===== config.mk =====
export PLATFORM = sky130hd
export DESIGN_NAME = chunk_stream_framer_top
export DESIGN_NICKNAME = d
export VERILOG_FILES = /design/src/csf_pkg.sv /design/src/csf_front.sv /design/src/csf_queue.sv /design/src/csf_back.sv /design/src/chunk_stream_framer_top.sv
export SDC_FILE = /design/constraint.sdc
export NUM_CORES = 1
export LEC_CHECK = 0
export ABC_AREA = 1
export BUFFER_PORTS_ARGS = -buffer_cell sky130_fd_sc_hd__buf_2
export CAP_MARGIN = 25
export CORE_MARGIN = 10
export CORE_UTILIZATION = 46
export DETAILED_ROUTE_END_ITERATION = 7
export GPL_TIMING_DRIVEN = 1
export REMOVE_ABC_BUFFERS = 1
export SYNTH_ARGS = -nofsm -noshare
export SYNTH_HDL_FRONTEND = slang
export SYNTH_HIERARCHICAL = 1
export SYNTH_SLANG_ARGS = --single-unit

===== constraint.sdc =====
create_clock -name i_clk -period 14.5 [get_ports i_clk]
set_input_delay 2.175 -clock i_clk [delete_from_list [all_inputs] [get_ports i_clk]]
set_output_delay 2.175 -clock i_clk [all_outputs]
set_load 0.005 [all_outputs]

===== src/csf_pkg.sv =====
`timescale 1ns / 1ps

package csf_pkg;

    // input command codes
    localparam logic CMD_HEADER  = 1'b0;
    localparam logic CMD_PAYLOAD = 1'b1;

    // configuration register indexes
    localparam logic CFG_CHUNK_CHANNEL = 1'b0;
    localparam logic CFG_MAX_CHUNK     = 1'b1;

    // chunk header formats
    localparam logic [1:0] FMT_FULL  = 2'd0;
    localparam logic [1:0] FMT_TYPE  = 2'd1;
    localparam logic [1:0] FMT_DELTA = 2'd2;
    localparam logic [1:0] FMT_NONE  = 2'd3;

    // job kinds passed from front to back
    localparam logic JOB_HEADER  = 1'b0;
    localparam logic JOB_PAYLOAD = 1'b1;

    // one unit of work for the serializer
    typedef struct packed {
        logic        kind;      // JOB_HEADER or JOB_PAYLOAD
        logic [1:0]  fmt;       // header format
        logic [23:0] ts;        // timestamp (format 0) or delta
        logic [23:0] len;
        logic [7:0]  ty;        // type id, or data byte for payload jobs
        logic [31:0] st;
        logic        zero_len;  // empty message: last header byte ends chunk
        logic        ins_hdr;   // payload: format-3 basic header goes first
        logic        end_flag;  // payload: data byte ends chunk
    } t_job;

    // index of the last byte a job emits
    function automatic logic [3:0] job_last(input t_job job);
        logic [3:0] v;
        v = 4'd0;
        if (job.kind == JOB_PAYLOAD) begin
            v = job.ins_hdr ? 4'd1 : 4'd0;
        end else begin
            unique case (job.fmt)
                FMT_FULL:  v = 4'd11;
                FMT_TYPE:  v = 4'd7;
                FMT_DELTA: v = 4'd3;
                FMT_NONE:  v = 4'd0;
                default:   v = 4'd0;
            endcase
        end
        return v;
    endfunction

endpackage


===== src/csf_front.sv =====
`timescale 1ns / 1ps

module csf_front
    import csf_pkg::*;
(
    input  logic        i_clk,
    input  logic        i_rst_n,
    input  logic        i_valid,
    output logic        o_ready,
    input  logic        i_command,
    input  logic [23:0] i_msg_time,
    input  logic [23:0] i_msg_delta,
    input  logic [7:0]  i_msg_type,
    input  logic [31:0] i_msg_stream,
    input  logic [23:0] i_msg_length,
    input  logic        i_force_full,
    input  logic [7:0]  i_payload_byte,
    input  logic [23:0] i_max_chunk,
    output logic        o_push,
    output t_job        o_job,
    input  logic        i_q_ready
);

    logic [23:0] r_last_delta, r_last_length;
    logic [7:0]  r_last_type;
    logic [31:0] r_last_stream;
    logic [23:0] r_left, r_bic;

    logic        w_accept;
    logic        w_same_st, w_same_lt;
    logic [1:0]  w_fmt;
    logic [23:0] w_limit;
    logic        w_full;
    logic [23:0] n_bic, n_left;
    logic        w_end;

    assign o_ready  = i_q_ready;
    assign w_accept = i_valid && i_q_ready;

    // header classification
    assign w_same_st = !i_force_full && (r_last_stream == i_msg_stream);
    assign w_same_lt = w_same_st && (r_last_length == i_msg_length)
                       && (r_last_type == i_msg_type);

    always_comb begin
        if (w_same_lt && (r_last_delta == i_msg_delta)) begin
            w_fmt = FMT_NONE;
        end else if (w_same_lt) begin
            w_fmt = FMT_DELTA;
        end else if (w_same_st) begin
            w_fmt = FMT_TYPE;
        end else begin
            w_fmt = FMT_FULL;
        end
    end

    // payload chunking; a zero chunk size acts as one
    assign w_limit = (i_max_chunk == 24'd0) ? 24'd1 : i_max_chunk;
    assign w_full  = (r_bic >= w_limit);
    assign n_bic   = (w_full ? 24'd0 : r_bic) + 24'd1;
    assign n_left  = r_left - 24'd1;
    assign w_end   = (n_left == 24'd0) || (n_bic >= w_limit);

    always_comb begin
        o_job          = '0;
        o_job.kind     = i_command;
        o_job.fmt      = w_fmt;
        o_job.ts       = (w_fmt == FMT_FULL) ? i_msg_time : i_msg_delta;
        o_job.len      = i_msg_length;
        o_job.ty       = (i_command == CMD_PAYLOAD) ? i_payload_byte : i_msg_type;
        o_job.st       = i_msg_stream;
        o_job.zero_len = (i_msg_length == 24'd0);
        o_job.ins_hdr  = w_full;
        o_job.end_flag = w_end;
    end

    // payload with nothing due is dropped
    assign o_push = w_accept && ((i_command == CMD_HEADER) || (r_left != 24'd0));

    always_ff @(posedge i_clk) begin
        if (!i_rst_n) begin
            r_last_delta  <= '0;
            r_last_length <= '0;
            r_last_type   <= '0;
            r_last_stream <= '0;
            r_left        <= '0;
            r_bic         <= '0;
        end else if (w_accept) begin
            if (i_command == CMD_HEADER) begin
                r_left <= i_msg_length;
                r_bic  <= '0;
                unique case (w_fmt)
                    FMT_DELTA: begin
                        r_last_delta <= i_msg_delta;
                    end
                    FMT_TYPE: begin
                        r_last_delta  <= i_msg_delta;
                        r_last_length <= i_msg_length;
                        r_last_type   <= i_msg_type;
                    end
                    FMT_FULL: begin
                        r_last_length <= i_msg_length;
                        r_last_type   <= i_msg_type;
                        r_last_stream <= i_msg_stream;
                    end
                    default: begin
                    end
                endcase
            end else if (r_left != 24'd0) begin
                r_left <= n_left;
                r_bic  <= n_bic;
            end
        end
    end

endmodule


===== src/csf_queue.sv =====
`timescale 1ns / 1ps

module csf_queue
    import csf_pkg::*;
(
    input  logic i_clk,
    input  logic i_rst_n,
    input  logic i_push,
    input  t_job i_job,
    output logic o_ready,
    output logic o_valid,
    output t_job o_job,
    input  logic i_pop
);

    t_job       r_mem [2];
    logic       r_wp, r_rp;
    logic [1:0] r_cnt;
    logic       w_wr, w_rd;

    assign o_ready = (r_cnt != 2'd2);
    assign o_valid = (r_cnt != 2'd0);
    assign o_job   = r_mem[r_rp];
    assign w_wr    = i_push && o_ready;
    assign w_rd    = i_pop && o_valid;

    always_ff @(posedge i_clk) begin
        if (w_wr) begin
            r_mem[r_wp] <= i_job;
        end
    end

    always_ff @(posedge i_clk) begin
        if (!i_rst_n) begin
            r_wp  <= 1'b0;
            r_rp  <= 1'b0;
            r_cnt <= 2'd0;
        end else begin
            if (w_wr) begin
                r_wp <= ~r_wp;
            end
            if (w_rd) begin
                r_rp <= ~r_rp;
            end
            case ({w_wr, w_rd})
                2'b10:   r_cnt <= r_cnt + 2'd1;
                2'b01:   r_cnt <= r_cnt - 2'd1;
                default: r_cnt <= r_cnt;
            endcase
        end
    end

endmodule


===== src/csf_back.sv =====
`timescale 1ns / 1ps

module csf_back
    import csf_pkg::*;
(
    input  logic       i_clk,
    input  logic       i_rst_n,
    input  logic [5:0] i_chunk_channel,
    input  logic       i_q_valid,
    input  t_job       i_q_job,
    output logic       o_pop,
    output logic       o_valid,
    input  logic       i_ready,
    output logic [7:0] o_out_byte,
    output logic       o_is_header,
    output logic       o_chunk_end
);

    t_job       r_job;
    logic       r_busy;
    logic [3:0] r_idx, r_last;
    logic       r_ovalid, r_ohdr, r_oend;
    logic [7:0] r_obyte;

    logic       w_load, w_last_now;
    logic [7:0] w_byte;
    logic       w_hdr, w_end;

    assign w_load     = r_busy && (!r_ovalid || i_ready);
    assign w_last_now = w_load && (r_idx == r_last);
    assign o_pop      = i_q_valid && (!r_busy || w_last_now);

    // byte at the current position of the job
    always_comb begin
        w_byte = 8'd0;
        w_hdr  = 1'b1;
        w_end  = 1'b0;
        if (r_job.kind == JOB_PAYLOAD) begin
            if (r_idx == r_last) begin
                w_byte = r_job.ty;
                w_hdr  = 1'b0;
                w_end  = r_job.end_flag;
            end else begin
                w_byte = {FMT_NONE, i_chunk_channel};
            end
        end else begin
            w_end = r_job.zero_len && (r_idx == r_last);
            case (r_idx)
                4'd0:    w_byte = {r_job.fmt, i_chunk_channel};
                4'd1:    w_byte = r_job.ts[23:16];
                4'd2:    w_byte = r_job.ts[15:8];
                4'd3:    w_byte = r_job.ts[7:0];
                4'd4:    w_byte = r_job.len[23:16];
                4'd5:    w_byte = r_job.len[15:8];
                4'd6:    w_byte = r_job.len[7:0];
                4'd7:    w_byte = r_job.ty;
                4'd8:    w_byte = r_job.st[7:0];
                4'd9:    w_byte = r_job.st[15:8];
                4'd10:   w_byte = r_job.st[23:16];
                4'd11:   w_byte = r_job.st[31:24];
                default: w_byte = 8'd0;
            endcase
        end
    end

    always_ff @(posedge i_clk) begin
        if (o_pop) begin
            r_job  <= i_q_job;
            r_last <= job_last(i_q_job);
        end
        if (w_load) begin
            r_obyte <= w_byte;
            r_ohdr  <= w_hdr;
            r_oend  <= w_end;
        end
    end

    always_ff @(posedge i_clk) begin
        if (!i_rst_n) begin
            r_busy   <= 1'b0;
            r_idx    <= 4'd0;
            r_ovalid <= 1'b0;
        end else begin
            if (o_pop) begin
                r_busy <= 1'b1;
                r_idx  <= 4'd0;
            end else if (w_last_now) begin
                r_busy <= 1'b0;
            end else if (w_load) begin
                r_idx <= r_idx + 4'd1;
            end
            if (w_load) begin
                r_ovalid <= 1'b1;
            end else if (i_ready) begin
                r_ovalid <= 1'b0;
            end
        end
    end

    assign o_valid     = r_ovalid;
    assign o_out_byte  = r_obyte;
    assign o_is_header = r_ohdr;
    assign o_chunk_end = r_oend;

endmodule


===== src/chunk_stream_framer_top.sv =====
`timescale 1ns / 1ps

// Channel   Dir  Handshake            Payload
// input     in   i_valid / o_ready    i_command, i_msg_*, i_force_full, i_payload_byte
// output    out  o_valid / i_ready    o_out_byte, o_is_header, o_chunk_end
// config    in   i_cfg_we             i_cfg_index, i_cfg_data
//
// Items are accepted one per cycle while the two-entry job queue has room.
// A header item emits 12, 8, 4 or 1 bytes (format 0..3), one per cycle while
// i_ready holds, on the output register; a payload item emits 1 byte, or 2 when
// a format-3 basic header opens a new chunk. The back-end serializer sets the rate.
// Reset (synchronous, active low) empties the queue and output register and
// clears the remembered header fields. Either side may stall independently.

module chunk_stream_framer_top
    import csf_pkg::*;
(
    input  logic        i_clk,
    input  logic        i_rst_n,
    // input items
    input  logic        i_valid,
    output logic        o_ready,
    input  logic        i_command,
    input  logic [23:0] i_msg_time,
    input  logic [23:0] i_msg_delta,
    input  logic [7:0]  i_msg_type,
    input  logic [31:0] i_msg_stream,
    input  logic [23:0] i_msg_length,
    input  logic        i_force_full,
    input  logic [7:0]  i_payload_byte,
    // output items
    output logic        o_valid,
    input  logic        i_ready,
    output logic [7:0]  o_out_byte,
    output logic        o_is_header,
    output logic        o_chunk_end,
    // configuration writes
    input  logic        i_cfg_we,
    input  logic        i_cfg_index,
    input  logic [23:0] i_cfg_data
);

    logic [5:0]  r_chunk_channel;
    logic [23:0] r_max_chunk;

    logic w_push, w_q_ready, w_q_valid, w_pop;
    t_job w_front_job, w_q_job;

    // configuration registers
    always_ff @(posedge i_clk) begin
        if (!i_rst_n) begin
            r_chunk_channel <= 6'd3;
            r_max_chunk     <= 24'd128;
        end else if (i_cfg_we) begin
            unique case (i_cfg_index)
                CFG_CHUNK_CHANNEL: r_chunk_channel <= i_cfg_data[5:0];
                CFG_MAX_CHUNK:     r_max_chunk     <= i_cfg_data;
                default: begin
                end
            endcase
        end
    end

    // front: accept, pick header format, track chunk position
    csf_front u_front (
        .i_clk          (i_clk),
        .i_rst_n        (i_rst_n),
        .i_valid        (i_valid),
        .o_ready        (o_ready),
        .i_command      (i_command),
        .i_msg_time     (i_msg_time),
        .i_msg_delta    (i_msg_delta),
        .i_msg_type     (i_msg_type),
        .i_msg_stream   (i_msg_stream),
        .i_msg_length   (i_msg_length),
        .i_force_full   (i_force_full),
        .i_payload_byte (i_payload_byte),
        .i_max_chunk    (r_max_chunk),
        .o_push         (w_push),
        .o_job          (w_front_job),
        .i_q_ready      (w_q_ready)
    );

    // job queue decouples the two sides
    csf_queue u_queue (
        .i_clk   (i_clk),
        .i_rst_n (i_rst_n),
        .i_push  (w_push),
        .i_job   (w_front_job),
        .o_ready (w_q_ready),
        .o_valid (w_q_valid),
        .o_job   (w_q_job),
        .i_pop   (w_pop)
    );

    // back: serialize jobs into framed bytes
    csf_back u_back (
        .i_clk           (i_clk),
        .i_rst_n         (i_rst_n),
        .i_chunk_channel (r_chunk_channel),
        .i_q_valid       (w_q_valid),
        .i_q_job         (w_q_job),
        .o_pop           (w_pop),
        .o_valid         (o_valid),
        .i_ready         (i_ready),
        .o_out_byte      (o_out_byte),
        .o_is_header     (o_is_header),
        .o_chunk_end     (o_chunk_end)
    );

    // reset leaves nothing pending on either side
    a_reset_clears: assert property (@(posedge i_clk)
        !i_rst_n |=> (!o_valid && !w_q_valid))
        else $error("output or queue not empty after reset");

    // every accepted header item becomes a job
    a_header_pushed: assert property (@(posedge i_clk) disable iff (!i_rst_n)
        (i_valid && o_ready && (i_command == CMD_HEADER)) |-> w_push)
        else $error("header item dropped");

    // back never pops an empty queue into a new job
    a_pop_valid: assert property (@(posedge i_clk) disable iff (!i_rst_n)
        w_pop |-> w_q_valid)
        else $error("pop from empty queue");

endmodule

==> qor.yml, run 1 <==
yosysUniqueCellTypes: 57
drv_cap: 0
grt_pass1_wl_mm: 91.23
synth-seq-area-share: 0.5420
power_uw: 4163
cellPowerDensity_nw_per_um2: 163.3
globalplace.congestion: 0.8967
setup_viol: 0
cpMaxStageDelayCell: "nor3_1"
ctsRootBufferMaster: "clkbuf_16"
drt-total-wl_mm: 58.35
finalNetCount: 2747
p_int_uw: 2938
hold_class: "register to register"
clk_pin_slew_ps: 60
status: "finished, final reports clean"
clock_latency_ps: 600
hold_buffers: 0
cts_made_buffers: 51
async_reset_ff_frac: 0
seqPwrFrac: 0.479
drt_iter0_drc: 1271
avgViaCountPerCell: 5.154
synth_edf_count: 295
clkPwrFrac: 0.321
multi_input_area_um2: 8722
fmax_ghz: 0.1887
fillers: 4554
clk_path_buf_depth: 3
ir_worst_vdd_v: 0.0001021
clock_sinks: 472
finalClockSkew_ps: 13.48
antenna_found_initial: 4
crit_arrival_ps: 5630
sw_frac_of_total: 0.2942
crit_type: "register to register"
cp_slowest_stage_delay_ps: 380
cp-end-kind: "register"
cts_setup_buffers: 0
rows: 81
syn_to_final_growth_pct: 11.42
instances_no_fill: 3248
rsz0062_at_grt: "false"
start_kind: "register"
crit_top_cell: "nand2_1"
io_pins: 164
ant_nets: 0
first_global_vias: 16249
cts_resized: 0
combPwrFrac: 0.200
vias: 16739
place_inst: 3150
port-buffer-count: 163
hpwl_mm: 41.27
cts-htree-levels: 2
synth_area_um2: 22880
drive_above_1_share: 0.1576
worst_pin_slew_ps: 1022
cp_max_fo: 11
die_x_um: 243.0
grt_use_total: 0.1932
p_sw_uw: 1225
tritoncts: "done"
ys.flop_type: "edfxtp_1"
ys_warn_count: 6
worstPathRequired_ps: 14830
start_util: 0.4665
hold_viol: 0
fin_tns_setup_ps: 0
drc_errors: 0
core_um2: 49050
post-route-min-period_ps: 5299
grt_max_degree: 79
die-area_um2: 59070
wire_per_inst_um: 17.96
synth_area_per_cell_um2: 9.340
synth-seq-cells: 472
p_leak_uw: 0.01028
finalCritPeriodShare: 0.3654
grt-ovfl-total: 0
synth_cells: 2450
max-slew-margin-rel: 0.3185
seq_area_um2: 12410
drv_slew: 0
firstDrtPassIters: 6
fp.dieH_um: 243.0
==> power groups by stage <==
stage	logic, uW	clock network (uW)	registers, uW
3_3_place_gp	827	0	2010
3_5_place_dp	836	0	2020
6_report	832	1340	1990
5_1_grt	925	1420	2030
4_1_cts	840	1370	2000
2_1_floorplan	550	0	2020
==> layer usage <==
metal | share of wire | track usage
met5 | 0.00058 | 0
met2 | 0.48 | 0.3218
met4 | 0.026 | 0.06433
met1 | 0.44 | 0.2515
met3 | 0.052 | 0.03163
==> cells by family after synthesis <==
kind of cell / Yosys count / synth area share
and+or+nand+nor: 1079 / 0.2014
DFF: 472 / 0.5420
buffers and inverters: 368 / 0.07835
AOI/OAI and AO/OA: 306 / 0.07234
muxes: 94 / 0.04626
xor gates and xnor gates: 75 / 0.02903
adders and majority gates: 56 / 0.03062
==> path summary, 6_finish.rpt <==
| path | startpoint | endpoint | slack [ps] | depth (start not counted) |
|---|---|---|---|---|
| hold / removal | u_back/r_busy | u_back/o_valid | 480 | 2 |
| setup reg to reg | r_max_chunk[18] | u_queue/r_mem[1][0] | 9200 | 31 |
| hold reg to reg | u_back/r_busy | u_back/o_valid | 480 | 2 |
| setup / recovery | r_max_chunk[18] | u_queue/r_mem[1][0] | 9200 | 31 |
==> Yosys cell counts, drive strengths merged (4+ instances only) <==
| library cell | number | area share |
|---|---|---|
| nand2 | 555 | 0.092 |
| nor2 | 297 | 0.052 |
| edfxtp | 295 | 0.39 |
| inv | 222 | 0.037 |
| dfxtp | 177 | 0.15 |
| o21ai | 141 | 0.031 |
| nand3 | 127 | 0.029 |
| a21oi | 117 | 0.026 |
| buf | 101 | 0.034 |
| mux2 | 94 | 0.046 |
| ha | 56 | 0.031 |
| xnor2 | 50 | 0.019 |
| nand4 | 49 | 0.015 |
| clkbuf | 43 | 0.0075 |
| xor2 | 25 | 0.0096 |
| a31oi | 14 | 0.0038 |
| and2 | 14 | 0.0038 |
| nor4 | 14 | 0.0038 |
| nor3 | 12 | 0.0028 |
| o211ai | 9 | 0.0030 |
| o22ai | 8 | 0.0022 |
| or2 | 5 | 0.0014 |
| a211oi | 4 | 0.0013 |
==> through the flow <==
stage	instance area (um^2)	utilization	hold slack [ps]	setup WS, ps
after global placement	23750	0.4842	456.7	8859
final	25500	0.5198	476.3	9201
after floorplan	21940	-	440.6	6315
after detailed placement	23750	0.4842	465.1	8810
after global routing	25500	0.5198	493.9	8712
after CTS	25490	0.5197	475.2	9240
==> flip-flops by register name, indices dropped and copies added, names as in the netlist, named ones only <==
register               flops
u_back/r_idx               4
u_front/r_last_delta      24
u_back/r_last              4
u_queue/r_cnt              2
u_back/o_is_header         1
u_back/o_out_byte          8
u_front/r_last_length     24
u_front/r_left            24
u_back/o_chunk_end         1
u_front/r_last_type        8
u_front/r_last_stream     32
u_queue/r_mem            188
u_back/r_busy              1
u_queue/r_rp               1
u_back/r_job              93
r_chunk_channel            6
u_queue/r_wp               1
u_back/o_valid             1
u_front/r_bic             24
r_max_chunk               24
==> placed cells by master (no fill, tap or decap), types with 25 or more instances in the layout <==
cell type,netlist,final
nor2_1,276,273
xnor2_1,49,49
inv_1,214,213
edfxtp_1,295,295
dfxtp_1,177,176
nand3_1,124,124
mux2_2,94,94
a21oi_1,114,113
o21ai_0,131,131
clkbuf_16,0,52
buf_2,19,162
nand4_1,46,46
xor2_1,25,25
nand2_1,551,551
ha_1,56,56
==> area by class of cell <==
type	count	share of cell area
antenna	2	0.0001963
clock buffer	72	0.05555
clock inverter	24	0.01266
inverter	224	0.03327
multi-input combinational	1610	0.3421
sequential	472	0.4866
tap	664	0.03258
timing repair buffer	180	0.03710
==> worst max-delay path, delay by kind of cell (launching register included) <==
| kind | cells | cell delay, ps |
|---|---|---|
| AOI/OAI and AO/OA | 5 | 920 |
| adders and majority gates | 3 | 770 |
| buffers and inverters | 5 | 710 |
| DFF | 1 | 310 |
| and+or+nand+nor | 18 | 2340 |
Note: power is estimated with default switching activity, not from simulation.
==> run 2, diff against run 1 <==
==> constraint.sdc (replaced) <==
create_clock -name i_clk -period 5.11 [get_ports i_clk]
set_input_delay 0.7665 -clock i_clk [delete_from_list [all_inputs] [get_ports i_clk]]
set_output_delay 0.7665 -clock i_clk [all_outputs]
set_load 0.005 [all_outputs]
==> qor.yml, run 2 (synthesis results as in run 1) <==
status: "finished, final reports clean"
r2r_cells: 31
drt_iter0_drc: 1183
first_global_vias: 16342
rsz0062_at_grt: "false"
worst_pin_slew_ps: 997.2
worstPathRequired_ps: 5450
syn_to_final_growth_pct: 11.32
hpwl_mm: 42.33
drv_slew: 0
drc_errors: 0
cp_max_fo: 5
power_uw: 11650
p_int_uw: 8149
drive_above_1_share: 0.1593
drv_cap: 0
p_leak_uw: 0.01027
diodes: 0
port-buffer-count: 163
tritoncts: "done"
grt_max_degree: 80
vias: 16755
ctsRootBufferMaster: "clkbuf_16"
seqPwrFrac: 0.487
timing.rr.start: "r_max_chunk[16]"
wire_per_inst_um: 18.26
combPwrFrac: 0.202
drt-total-wl_mm: 59.35
crit_arrival_ps: 4940
whs_path_depth: 1
finalWorstSetupSlack_ps: 516.2
globalplace.congestion: 0.9107
largest_reg_flops: 188
holdPathEnd: "u_queue/r_mem[1][7]"
clock_sinks: 472
fp.dieH_um: 243.0
avgViaCountPerCell: 5.154
finalNetCount: 2753
p_sw_uw: 3504
final_common_cell: "nand2_1"
cellPowerDensity_nw_per_um2: 457.5
cpMaxStageDelayCell: "dfxtp_1"
largest-register: "u_queue/r_mem"
grt-ovfl-total: 0
cts-htree-levels: 2
reg2reg_slack_ps: 520
cp_slowest_stage_delay_ps: 320
post-route-min-period_ps: 4594
hold_class: "input port to register"
finish.utilization: 0.5193
fmax_ghz: 0.2177
setup_viol: 0
cp-end-kind: "register"
grt_use_total: 0.1953
reg_top3: "u_queue/r_mem x188, u_back/r_job x93, u_front/r_last_stream x32"
firstDrtPassIters: 5
clock_latency_ps: 610
ir_worst_vdd_v: 0.0003591
io_pins: 164
clk_path_buf_depth: 3
sw_frac_of_total: 0.3007
worst_r2r_endpoint: "u_queue/r_mem[0][0]"
ant_nets: 0
clk_pin_slew_ps: 60
start_util: 0.4665
fillers: 4561
crit_top_cell: "nand2_1"
path_buf_inv: 5
cts_made_buffers: 51
finalClockSkew_ps: 39.36
clkPwrFrac: 0.311
grt_pass1_wl_mm: 91.58
min_from: "i_msg_stream[4]"
finalCritPeriodShare: 0.8990
startpoint: "r_max_chunk[16]"
core_um2: 49050
crit_type: "register to register"
dp_slack_ps: 389.9
die_x_um: 243.0
antenna_found_initial: 1
mostFrequentLayoutCells: "nand2_1, edfxtp_1, nor2_1"
cts_setup_buffers: 0
crit_family: "simple AND/OR/NAND/NOR gates"
max-slew-margin-rel: 0.3352
rows: 81
die-area_um2: 59070
hold_viol: 0
start_kind: "register"
[run 2: cell count changes in the layout (fill, tap and decap cells not counted), sizes merged, moves of 2 or more]
cell      change
diode         -2
clkbuf       -12
clkinvlp      +2
buf           +6
clkinv       +12
bufinv        -2
[run 2: cell type report]
| cell class | count | area, um^2 | area share |
|---|---|---|---|
| multi-input combinational | 1610 | 8725 | 0.3425 |
| clock inverter | 35 | 339.1 | 0.01331 |
| clock buffer | 60 | 1310 | 0.05142 |
| tap | 664 | 830.8 | 0.03261 |
| timing repair buffer | 186 | 1016 | 0.03988 |
| sequential | 472 | 12410 | 0.4870 |
| inverter | 224 | 848.3 | 0.03330 |
[run 2: how the worst max path moves through the flow]
stage / slack (ps) / endpoint / cells after the start
4_1_cts: 380 / u_queue/r_mem[0][0] / 30
5_1_grt: 20 / u_queue/r_mem[1][0] / 31
3_3_place_gp: 430 / u_queue/r_mem[0][0] / 31
6_report: 520 / u_queue/r_mem[0][0] / 31
2_1_floorplan: -1720 / u_queue/r_mem[1][0] / 9
3_5_place_dp: 390 / u_queue/r_mem[1][0] / 30
[run 2: through the flow]
step / instance area, um^2 / hold slack, ps / setup TNS (ps) / std cells
finish: 25470 / 363.1 / 0 / 3251
global route: 25470 / 345.2 / 0 / 3251
CTS: 25470 / 334.0 / 0 / 3251
detailed placement: 23820 / 460.5 / 0 / 3156
global placement: 23820 / 455.4 / 0 / 3156
floorplan: 21940 / 440.6 / -321260 / 2306
[run 2: what timing repair did]
action | CTS | global route
endpoints found under the setup margin | 0 | 2
gates resized for setup | 0 | 2
hold buffers | 0 | 0
[run 2: power by group through the flow]
| stage | clock network (uW) | logic [uW] | registers [uW] |
|---|---|---|---|
| detailed placement | 0 | 2370 | 5760 |
| CTS | 3700 | 2380 | 5690 |
| finish | 3620 | 2350 | 5680 |
| global route | 3860 | 2620 | 5770 |
| global placement | 0 | 2330 | 5740 |
| floorplan | 0 | 1560 | 5730 |
[run 2: layer usage]
metal,track usage,up-vias,wire (um)
li1,-,8339,-
met1,0.2550,7927,25970
met2,0.3275,403,28900
met3,0.03141,84,3126
met4,0.05900,2,1333
met5,0,-,17
==> run 3, diff against run 2 <==
--- a/config.mk
+++ b/config.mk
@@ -12,7 +12,7 @@
 export CORE_UTILIZATION = 46
 export DETAILED_ROUTE_END_ITERATION = 7
 export GPL_TIMING_DRIVEN = 1
-export REMOVE_ABC_BUFFERS = 1
+export RECOVER_POWER = 50
 export SYNTH_ARGS = -nofsm -noshare
 export SYNTH_HDL_FRONTEND = slang
 export SYNTH_HIERARCHICAL = 1
==> qor.yml, run 3 (synthesis results as in run 1) <==
r2r_cells: 31
finalNetCount: 2757
avgViaCountPerCell: 5.225
instances_no_fill: 3255
largest-register: "u_queue/r_mem"
fin_tns_setup_ps: 0
ir_worst_vdd_v: 0.0003049
worst_pin_slew_ps: 2951
drc_errors: 0
wire_per_inst_um: 18.48
grt-ovfl-total: 0
start_kind: "register"
drive_above_1_share: 0.1212
grt_max_degree: 67
clk_path_buf_depth: 3
synth_nets: 2658
drt_iter0_drc: 1256
cpMaxStageDelayCell: "dfxtp_1"
syn_to_final_growth_pct: 11.58
firstDrtPassIters: 5
cts_made_buffers: 50
clk_pin_slew_ps: 60
fp.dieH_um: 243.0
ctsRootBufferMaster: "clkbuf_16"
finalCritPeriodShare: 0.8969
grt_use_total: 0.1993
ant_nets: 0
whs_path_depth: 1
holdWs_ps: 403.1
setup_viol: 0
use_met2: 0.3479
place_inst: 3161
drv_slew: 303
diodes: 0
status: "complete, but fails checks"
mostFrequentLayoutCells: "nand2_1, edfxtp_1, nor2_1"
cp-end-kind: "register"
largest_reg_flops: 188
vias: 17008
reg_top3: "u_queue/r_mem x188, u_back/r_job x93, u_front/r_last_stream x32"
io_pins: 164
first_global_vias: 16779
fmax_ghz: 0.2182
cts-htree-levels: 2
hold_class: "input port to register"
antenna_found_initial: 1
core_um2: 49050
hpwl_mm: 42.70
p_leak_uw: 0.01018
clock_latency_ps: 610
grt_busiest_layer: "met2"
hold_viol: 0
max-slew-margin-rel: -0.9702
rsz0062_at_grt: "false"
drt-total-wl_mm: 60.14
gr-usage-met3: 0.03218
start_util: 0.4665
port-buffer-count: 163
final_common_cell: "nand2_1"
worstPathRequired_ps: 5430
cellPowerDensity_nw_per_um2: 467.7
die_x_um: 243.0
globalplace.congestion: 0.9001
grt_pass1_wl_mm: 94.06
crit_type: "register to register"
tritoncts: "done"
cts_setup_buffers: 0
crit_top_cell: "nand2_1"
clock_sinks: 472
crit_arrival_ps: 4900
violations: "capacitance limit, slew limit"
fillers: 4614
rows: 81
die-area_um2: 59070
met1_usage: 0.2555
cp_max_fo: 7
cp_slowest_stage_delay_ps: 320
post-route-min-period_ps: 4583
finalClockSkew_ps: 19.07
drv_cap: 7
==> run 3: changes by cell type in the layout (fill, tap and decap cells not counted), moves of 2 or more <==
cell       before  now
buf_2         162   93
clkbuf_8        0    7
o21ai_1        10    5
bufinv_16       4    8
o21ai_0       131  136
buf_4          22   17
nor2_2         17   19
clkinv_1       13    7
clkinv_2       11    8
mux2_1          0   31
clkbuf_1        9   83
clkbuf_2        0    3
mux2_2         94   63
==> run 3: metal layers <==
layer,vias up,routed length [um]
met5,-,12
met4,2,997
met3,74,2711
met2,377,30050
met1,8203,26360
li1,8352,-
==> run 3: per-stage QoR <==
stage | worst slack, ps | power, uW | instance area (um^2) | utilization
after floorplan | 388.7 | 7375 | 22890 | -
after global placement | 389.4 | 8099 | 23850 | 0.4862
after detailed placement | 320.6 | 8150 | 23870 | 0.4866
after CTS | 291.6 | 12080 | 25660 | 0.5231
after global routing | 12.90 | 12560 | 25530 | 0.5205
final | 526.9 | 11940 | 25530 | 0.5205
==> run 3: final timing paths <==
kind / startpoint / to / slack [ps]
worst max-delay path: r_max_chunk[22] / u_queue/r_mem[0][0] / 530
worst max register to register: r_max_chunk[22] / u_queue/r_mem[0][0] / 530
worst min-delay path: i_msg_stream[29] / u_queue/r_mem[0][32] / 400
worst min register to register: u_front/r_last_stream[9] / u_front/r_last_stream[9] / 470
==> run 3: timing repair <==
item                                    4_1_cts  5_1_grt
resized for setup                             0        4
endpoints found under the setup margin        0        2
hold buffers                                  0        0
==> run 3: worst max-delay path: cells and delay by family (launching register included) <==
family	cells	cell delay, ps
flip-flops	1	320
adder cells (fa/ha/maj)	3	700
AND/OR/NAND/NOR	18	1880
buffers and inverters	5	600
AO/OA/AOI/OAI	5	820
==> run 3: final cells by class <==
type                            count  area [um^2]  share of cell area
Inverter                          224        847.1             0.03318
Tap cell                          664        830.8             0.03254
Timing Repair Buffer              191        949.7             0.03719
Multi-Input combinational cell   1610         8712              0.3412
Clock buffer                       66         1403             0.05493
Sequential cell                   472        12400              0.4857
Clock inverter                     28        387.9             0.01519
==> run 3: power breakdown <==
part	leakage, uW	internal, uW	total [uW]	switching (uW)
sequential	0.00421	5300	5730	424
clock	0.000866	2350	3890	1540
combinational	0.00510	775	2320	1550
